--- src/design/adsr_env_pkg.sv ---
// types, constants and codes shared by the adsr envelope generator files
`timescale 1ns / 1ps
`default_nettype none

package adsr_env_pkg;

  localparam int unsigned GainWidth   = 24;
  localparam int unsigned ModWidth    = 16;
  localparam int unsigned ModFrac     = ModWidth - 2;
  localparam int unsigned StepWidth   = GainWidth + 3;
  localparam int unsigned CfgIdxWidth = 3;

  localparam logic [GainWidth-1:0] PeakGainReset = GainWidth'(32'h0040_0000);

  // request codes
  localparam logic [1:0] ReqTick    = 2'd0;
  localparam logic [1:0] ReqRetrig  = 2'd1;
  localparam logic [1:0] ReqRelease = 2'd2;

  // register indexes
  localparam logic [CfgIdxWidth-1:0] CfgAttackRate   = 3'd0;
  localparam logic [CfgIdxWidth-1:0] CfgDecayRate    = 3'd1;
  localparam logic [CfgIdxWidth-1:0] CfgReleaseRate  = 3'd2;
  localparam logic [CfgIdxWidth-1:0] CfgPeakGain     = 3'd3;
  localparam logic [CfgIdxWidth-1:0] CfgSustainLevel = 3'd4;
  localparam logic [CfgIdxWidth-1:0] CfgHoldSustain  = 3'd5;
  localparam logic [CfgIdxWidth-1:0] CfgModEnable    = 3'd6;

  typedef enum logic [2:0] {
    PhIdle    = 3'd0,
    PhAttack  = 3'd1,
    PhDecay   = 3'd2,
    PhSustain = 3'd3,
    PhRelease = 3'd4
  } phase_e;

  typedef struct packed {
    logic [1:0]                 req_type;
    logic signed [ModWidth-1:0] mod_value;
  } adsr_env_in_t;

  typedef struct packed {
    logic [GainWidth-1:0] gain_out;
    phase_e               phase_out;
  } adsr_env_out_t;

endpackage

`default_nettype wire

--- src/design/adsr_envelope_generator_core.sv ---
// linear adsr envelope generator, top level
`timescale 1ns / 1ps
`default_nettype none

// Linear ADSR envelope generator. Every input transaction (sample tick, retrigger or release)
// gives exactly one output transaction carrying the envelope gain and phase after it. The block
// takes one transaction per clock cycle while the output is not stalled: an input register, then
// one combinational pass (the two modulation multipliers, attack and decay rate times the
// modulation sample, and the envelope update) into the envelope state register, which is also
// the output register. A stalled output holds while the input register takes one more
// transaction, then the input stalls. Register writes are taken every cycle and should be made
// only while no transaction is in flight.
module adsr_envelope_generator_core (
  input  wire                                   clk_i,
  input  wire                                   rst_ni,
  input  wire                                   in_valid_i,
  output logic                                  in_stall_o,
  input  wire  adsr_env_pkg::adsr_env_in_t      in_data_i,
  output logic                                  out_valid_o,
  input  wire                                   out_stall_i,
  output adsr_env_pkg::adsr_env_out_t           out_data_o,
  input  wire                                   cfg_valid_i,
  output logic                                  cfg_ready_o,
  input  wire  [adsr_env_pkg::CfgIdxWidth-1:0]  cfg_index_i,
  input  wire  [adsr_env_pkg::GainWidth-1:0]    cfg_data_i
);
  import adsr_env_pkg::*;

  localparam int unsigned ProdWidth = GainWidth + ModWidth + 1;

  // configuration registers
  logic [GainWidth-1:0] attack_rate_q, decay_rate_q, release_rate_q;
  logic [GainWidth-1:0] peak_gain_q, sustain_level_q;
  logic                 hold_sustain_q, mod_enable_q;

  // input register
  logic                        s1_valid_q, out_valid_q;
  logic [1:0]                  s1_req_q;
  logic signed [ModWidth-1:0]  s1_mod_q;
  logic [StepWidth-1:0]        step_a, step_d;

  // envelope state, shown directly on the output
  phase_e               phase_q, phase_d;
  logic [GainWidth-1:0] gain_q, gain_d;

  logic out_free, s1_go, s1_free, in_take, cfg_we;

  logic signed [GainWidth:0]   rate_a_s, rate_d_s;
  logic signed [ProdWidth-1:0] prod_a, prod_d;
  logic signed [ProdWidth-1:0] prod_a_sh, prod_d_sh;

  logic [StepWidth:0]   gain_ext, sum_a, sum_d;
  logic [GainWidth-1:0] sat_a, sat_d, rel_gain;
  logic [GainWidth:0]   rel_diff;

  function automatic logic [GainWidth-1:0] sat_gain(input logic [StepWidth:0] v);
    logic [GainWidth-1:0] r;
    if (v[StepWidth]) begin
      r = '0;
    end else if (|v[StepWidth-1:GainWidth]) begin
      r = '1;
    end else begin
      r = v[GainWidth-1:0];
    end
    return r;
  endfunction

  // handshake
  assign out_free   = !out_valid_q || !out_stall_i;
  assign s1_go      = s1_valid_q && out_free;
  assign s1_free    = !s1_valid_q || s1_go;
  assign in_take    = in_valid_i && s1_free;
  assign in_stall_o = !s1_free;

  assign out_valid_o = out_valid_q;
  assign out_data_o  = '{gain_out: gain_q, phase_out: phase_q};

  assign cfg_ready_o = 1'b1;
  assign cfg_we      = cfg_valid_i && cfg_ready_o;

  // modulated steps, floor of rate times mod over 2^frac
  assign rate_a_s  = signed'({1'b0, attack_rate_q});
  assign rate_d_s  = signed'({1'b0, decay_rate_q});
  assign prod_a    = rate_a_s * s1_mod_q;
  assign prod_d    = rate_d_s * s1_mod_q;
  assign prod_a_sh = prod_a >>> ModFrac;
  assign prod_d_sh = prod_d >>> ModFrac;

  always_comb begin
    if (mod_enable_q) begin
      step_a = prod_a_sh[StepWidth-1:0];
      step_d = prod_d_sh[StepWidth-1:0];
    end else begin
      step_a = StepWidth'(attack_rate_q);
      step_d = StepWidth'(decay_rate_q);
    end
  end

  // envelope update
  assign gain_ext = (StepWidth+1)'(gain_q);
  assign sum_a    = gain_ext + {step_a[StepWidth-1], step_a};
  assign sum_d    = gain_ext - {step_d[StepWidth-1], step_d};
  assign sat_a    = sat_gain(sum_a);
  assign sat_d    = sat_gain(sum_d);
  assign rel_diff = {1'b0, gain_q} - {1'b0, release_rate_q};
  assign rel_gain = rel_diff[GainWidth] ? '0 : rel_diff[GainWidth-1:0];

  always_comb begin
    phase_d = phase_q;
    gain_d  = gain_q;
    unique case (s1_req_q)
      ReqTick: begin
        unique case (phase_q)
          PhAttack: begin
            if (sat_a >= peak_gain_q) begin
              gain_d  = peak_gain_q;
              phase_d = PhDecay;
            end else begin
              gain_d = sat_a;
            end
          end
          PhDecay: begin
            if (sat_d <= sustain_level_q) begin
              gain_d  = sustain_level_q;
              phase_d = hold_sustain_q ? PhSustain : PhRelease;
            end else begin
              gain_d = sat_d;
            end
          end
          PhSustain: begin
            gain_d = sustain_level_q;
          end
          PhRelease: begin
            gain_d = rel_gain;
            if (rel_gain == '0) begin
              phase_d = PhIdle;
            end
          end
          default: begin
          end
        endcase
      end
      ReqRetrig: begin
        phase_d = PhAttack;
        gain_d  = '0;
      end
      ReqRelease: begin
        if (phase_q != PhIdle) begin
          phase_d = PhRelease;
        end
      end
      default: begin
      end
    endcase
  end

  // control and state
  always_ff @(posedge clk_i or negedge rst_ni) begin
    if (!rst_ni) begin
      s1_valid_q      <= 1'b0;
      out_valid_q     <= 1'b0;
      phase_q         <= PhIdle;
      gain_q          <= '0;
      attack_rate_q   <= '0;
      decay_rate_q    <= '0;
      release_rate_q  <= '0;
      peak_gain_q     <= PeakGainReset;
      sustain_level_q <= '0;
      hold_sustain_q  <= 1'b1;
      mod_enable_q    <= 1'b0;
    end else begin
      if (s1_free) begin
        s1_valid_q <= in_valid_i;
      end
      if (out_free) begin
        out_valid_q <= s1_valid_q;
      end
      if (s1_go) begin
        phase_q <= phase_d;
        gain_q  <= gain_d;
      end
      if (cfg_we) begin
        unique case (cfg_index_i)
          CfgAttackRate:   attack_rate_q   <= cfg_data_i;
          CfgDecayRate:    decay_rate_q    <= cfg_data_i;
          CfgReleaseRate:  release_rate_q  <= cfg_data_i;
          CfgPeakGain:     peak_gain_q     <= cfg_data_i;
          CfgSustainLevel: sustain_level_q <= cfg_data_i;
          CfgHoldSustain:  hold_sustain_q  <= cfg_data_i[0];
          CfgModEnable:    mod_enable_q    <= cfg_data_i[0];
          default: begin
          end
        endcase
      end
    end
  end

  // input payload
  always_ff @(posedge clk_i) begin
    if (in_take) begin
      s1_req_q <= in_data_i.req_type;
      s1_mod_q <= in_data_i.mod_value;
    end
  end

endmodule

`default_nettype wire

--- config.mk ---
export PLATFORM = sky130hd
export DESIGN_NAME = adsr_envelope_generator_core
export DESIGN_NICKNAME = d
export VERILOG_FILES = /design/src/design/adsr_env_pkg.sv /design/src/design/adsr_envelope_generator_core.sv
export SDC_FILE = /design/constraint.sdc
export NUM_CORES = 2
export LEC_CHECK = 0
export BUFFER_PORTS_ARGS = -buffer_cell sky130_fd_sc_hd__buf_2
export CAP_MARGIN = 20
export CORE_UTILIZATION = 45
export CTS_BUF_LIST = sky130_fd_sc_hd__clkbuf_16
export DETAILED_ROUTE_END_ITERATION = 6
export PLACE_DENSITY_LB_ADDON = 0.08
export RECOVER_POWER = 25
export SLEW_MARGIN = 20
export SYNTH_ARGS = -nofsm -noshare
export SYNTH_HDL_FRONTEND = slang
export SYNTH_SLANG_ARGS = --single-unit
--- constraint.sdc ---
create_clock -name clk_i -period 16.38 [get_ports clk_i]
set_input_delay 1.638 -clock clk_i [delete_from_list [all_inputs] [get_ports clk_i]]
set_output_delay 1.638 -clock clk_i [all_outputs]
set_load 0.05 [all_outputs]
==> impl_metrics.ini <==
[routing]
dr.pass1.iters = 6
wl_per_cell_um = 22.6
detail-route-antenna-nets = 0
route.detailed.drc = 0
vias = 31156
viasPerCell = 5.56
drtIter0Drc = 2255
wirelength_mm = 127

[timing]
worst_pin_slew_ns = 4.78
setup_viol = 0
fin_setup_tns_ns = 0
period_needed_ns = 13.88
fmaxAchievable_ghz = 0.0720
fin_crit_sh = 0.847
maxSlewHeadroom = -2.18
slew_violations = 79
fin_ws_ns = 2.50
grt_setup_unrepaired = no
finClkSkew_ns = 0.0250
timing_hold_violations_final = 0

[layout]
layout-drive-gt1-share = 0.0676
final_common_cell = inv_1
nets = 5500
layout_common_cells = inv_1 (873), fa_1 (613), nand2_1 (612), ha_1 (395), and2_1 (303)
syn_to_final_growth_pct = 5.39

[global_route]
grt_max_degree = 79
grtUsageMet1 = 0.435
grt_pass1_wl_mm = 196
gr-total-overflow = 0
use_met2 = 0.483
grtUsageMet3 = 0.0359
grt_pass1_vias = 31539
antenna_found_initial = 2
track_usage = 0.301
grt-busiest-layer = met2

[cts]
cts_root_buf = clkbuf_16
postCtsHoldBufs = 0
postCtsSetupBuffers = 0
cts_tree = built
cts_resized = 0
clock-sinks = 169
clk_latency_ns = 0.48
cts.clk_slew.worst_paths_ns = 0.08
cts.htree.levels = 4
cts_made_buffers = 17
clk_path_buf_depth = 2

[critical_path]
worstPathRequired_ns = 16.79
reg2regPathDepth = 42
cp-start-kind = flop
worst_ep_arrival_time_ns = 14.29
max_stage_delay_ns = 1.02
cpMostUsedCell = fa_1
cp_slowest_cell = edfxtp_1
critPathMaxFanout = 27
crit_type = flop to flop
end_kind = flop

[placement]
dpl.hpwl_mm = 97.1
portBuffers = 78
place_worst_setup_slack_ns = 2.67
gp_congestion = 0.962

[logic_synthesis]
avgSynthCellArea_um2 = 8.59
async_flop_share = 0.893
synth_seq_cells = 169
syn_area_um2 = 38600
synth.distinct_cells = 85
synth_edf_count = 18
synthCells = 4496
yosysSeqAreaShare = 0.112
syn-num-nets = 5554
ys_warn_count = 0
synthFlopType = dfrtp_1

[die]
core_um2 = 85000
initial_core_util = 0.454
die_area_um2 = 87000
std_cell_rows = 107
io-pin-count = 80
fp.dieH_um = 295
die_w_um = 295

[flow_run]
drv_cap = 1

[status]
violations = max-capacitance violations, max-slew violations
status = finished with violations

[min_path]
hold_depth = 1
hold_class = flop to flop
==> per-layer routing <==
| metal | routed length, um | up-vias |
|---|---|---|
| met5 | 0 | - |
| li1 | - | 14115 |
| met2 | 58100 | 977 |
| met1 | 58300 | 15927 |
| met4 | 2900 | 0 |
| met3 | 7310 | 137 |
==> stage by stage <==
step	hold WS [ns]	util	instance area [um^2]	std cells
CTS	0.513	0.479	40700	5599
global route	0.544	0.478	40700	5599
floorplan	0.479	-	38600	4496
detailed placement	0.494	0.472	40100	5567
global placement	0.496	0.472	40100	5567
finish	0.517	0.479	40700	5601
==> final cells by class <==
cell class	instances	area (um^2)
Clock buffer	17	425
Sequential cell	169	4320
Clock inverter	15	154
Fill cell	8453	44300
Antenna cell	2	5.00
Timing Repair Buffer	143	870
Tap cell	1144	1430
Inverter	874	3280
Multi-Input combinational cell	3237	30200
==> worst paths after layout <==
path | startpoint | endpoint | slack, ns
max reg2reg | s1_mod_q[7] | phase_q[2] | 2.50
min | peak_gain_q[18] | peak_gain_q[18] | 0.52
min reg2reg | peak_gain_q[18] | peak_gain_q[18] | 0.52
min in group asynchronous | rst_ni | s1_valid_q | 2.89
max | s1_mod_q[7] | phase_q[2] | 2.50
max in group asynchronous | rst_ni | mod_enable_q | 10.47
==> flip-flops by register name, indices dropped and copies added, names as in the netlist, 2 cells and up <==
name / cells
attack_rate_q: 24
decay_rate_q: 24
gain_q: 24
peak_gain_q: 24
phase_q: 3
release_rate_q: 24
s1_mod_q: 16
s1_req_q: 2
sustain_level_q: 24
==> synthesized netlist by cell type (all sizes together) (56+ instances only) <==
library cell  number  share of area
mux2              95          0.028
nand2            612          0.060
xnor2             67          0.015
o21ai            161          0.021
a21oi            206          0.027
dfrtp            149          0.097
a21o              56          0.011
nor2             179          0.018
ha               395           0.13
fa               613           0.32
and2             303          0.049
clkbuf           200          0.019
inv              873          0.085
==> cell families after synthesis <==
family,after synthesis,share of synthesized area
compound gates,674,0.114
xor+xnor,107,0.0243
fa+ha+maj,1008,0.446
buf+inv,1090,0.107
flops,169,0.112
mux,116,0.0333
other cells,1,0.0000971
simple gates,1331,0.164
==> critical path, delay by kind of cell (launching register included) <==
kind                     cells  cell delay (ns)
multiplexers                 2             0.62
XOR/XNOR                     1             0.13
adder cells (fa/ha/maj)      9             3.98
buffers and inverters        5             0.80
AND/OR/NAND/NOR              9             1.91
flip-flops                   1             1.02
AO/OA/AOI/OAI               16             5.31
Power is not shown: default switching activity piles up to over one toggle a cycle in this logic, so the estimate is an artifact.
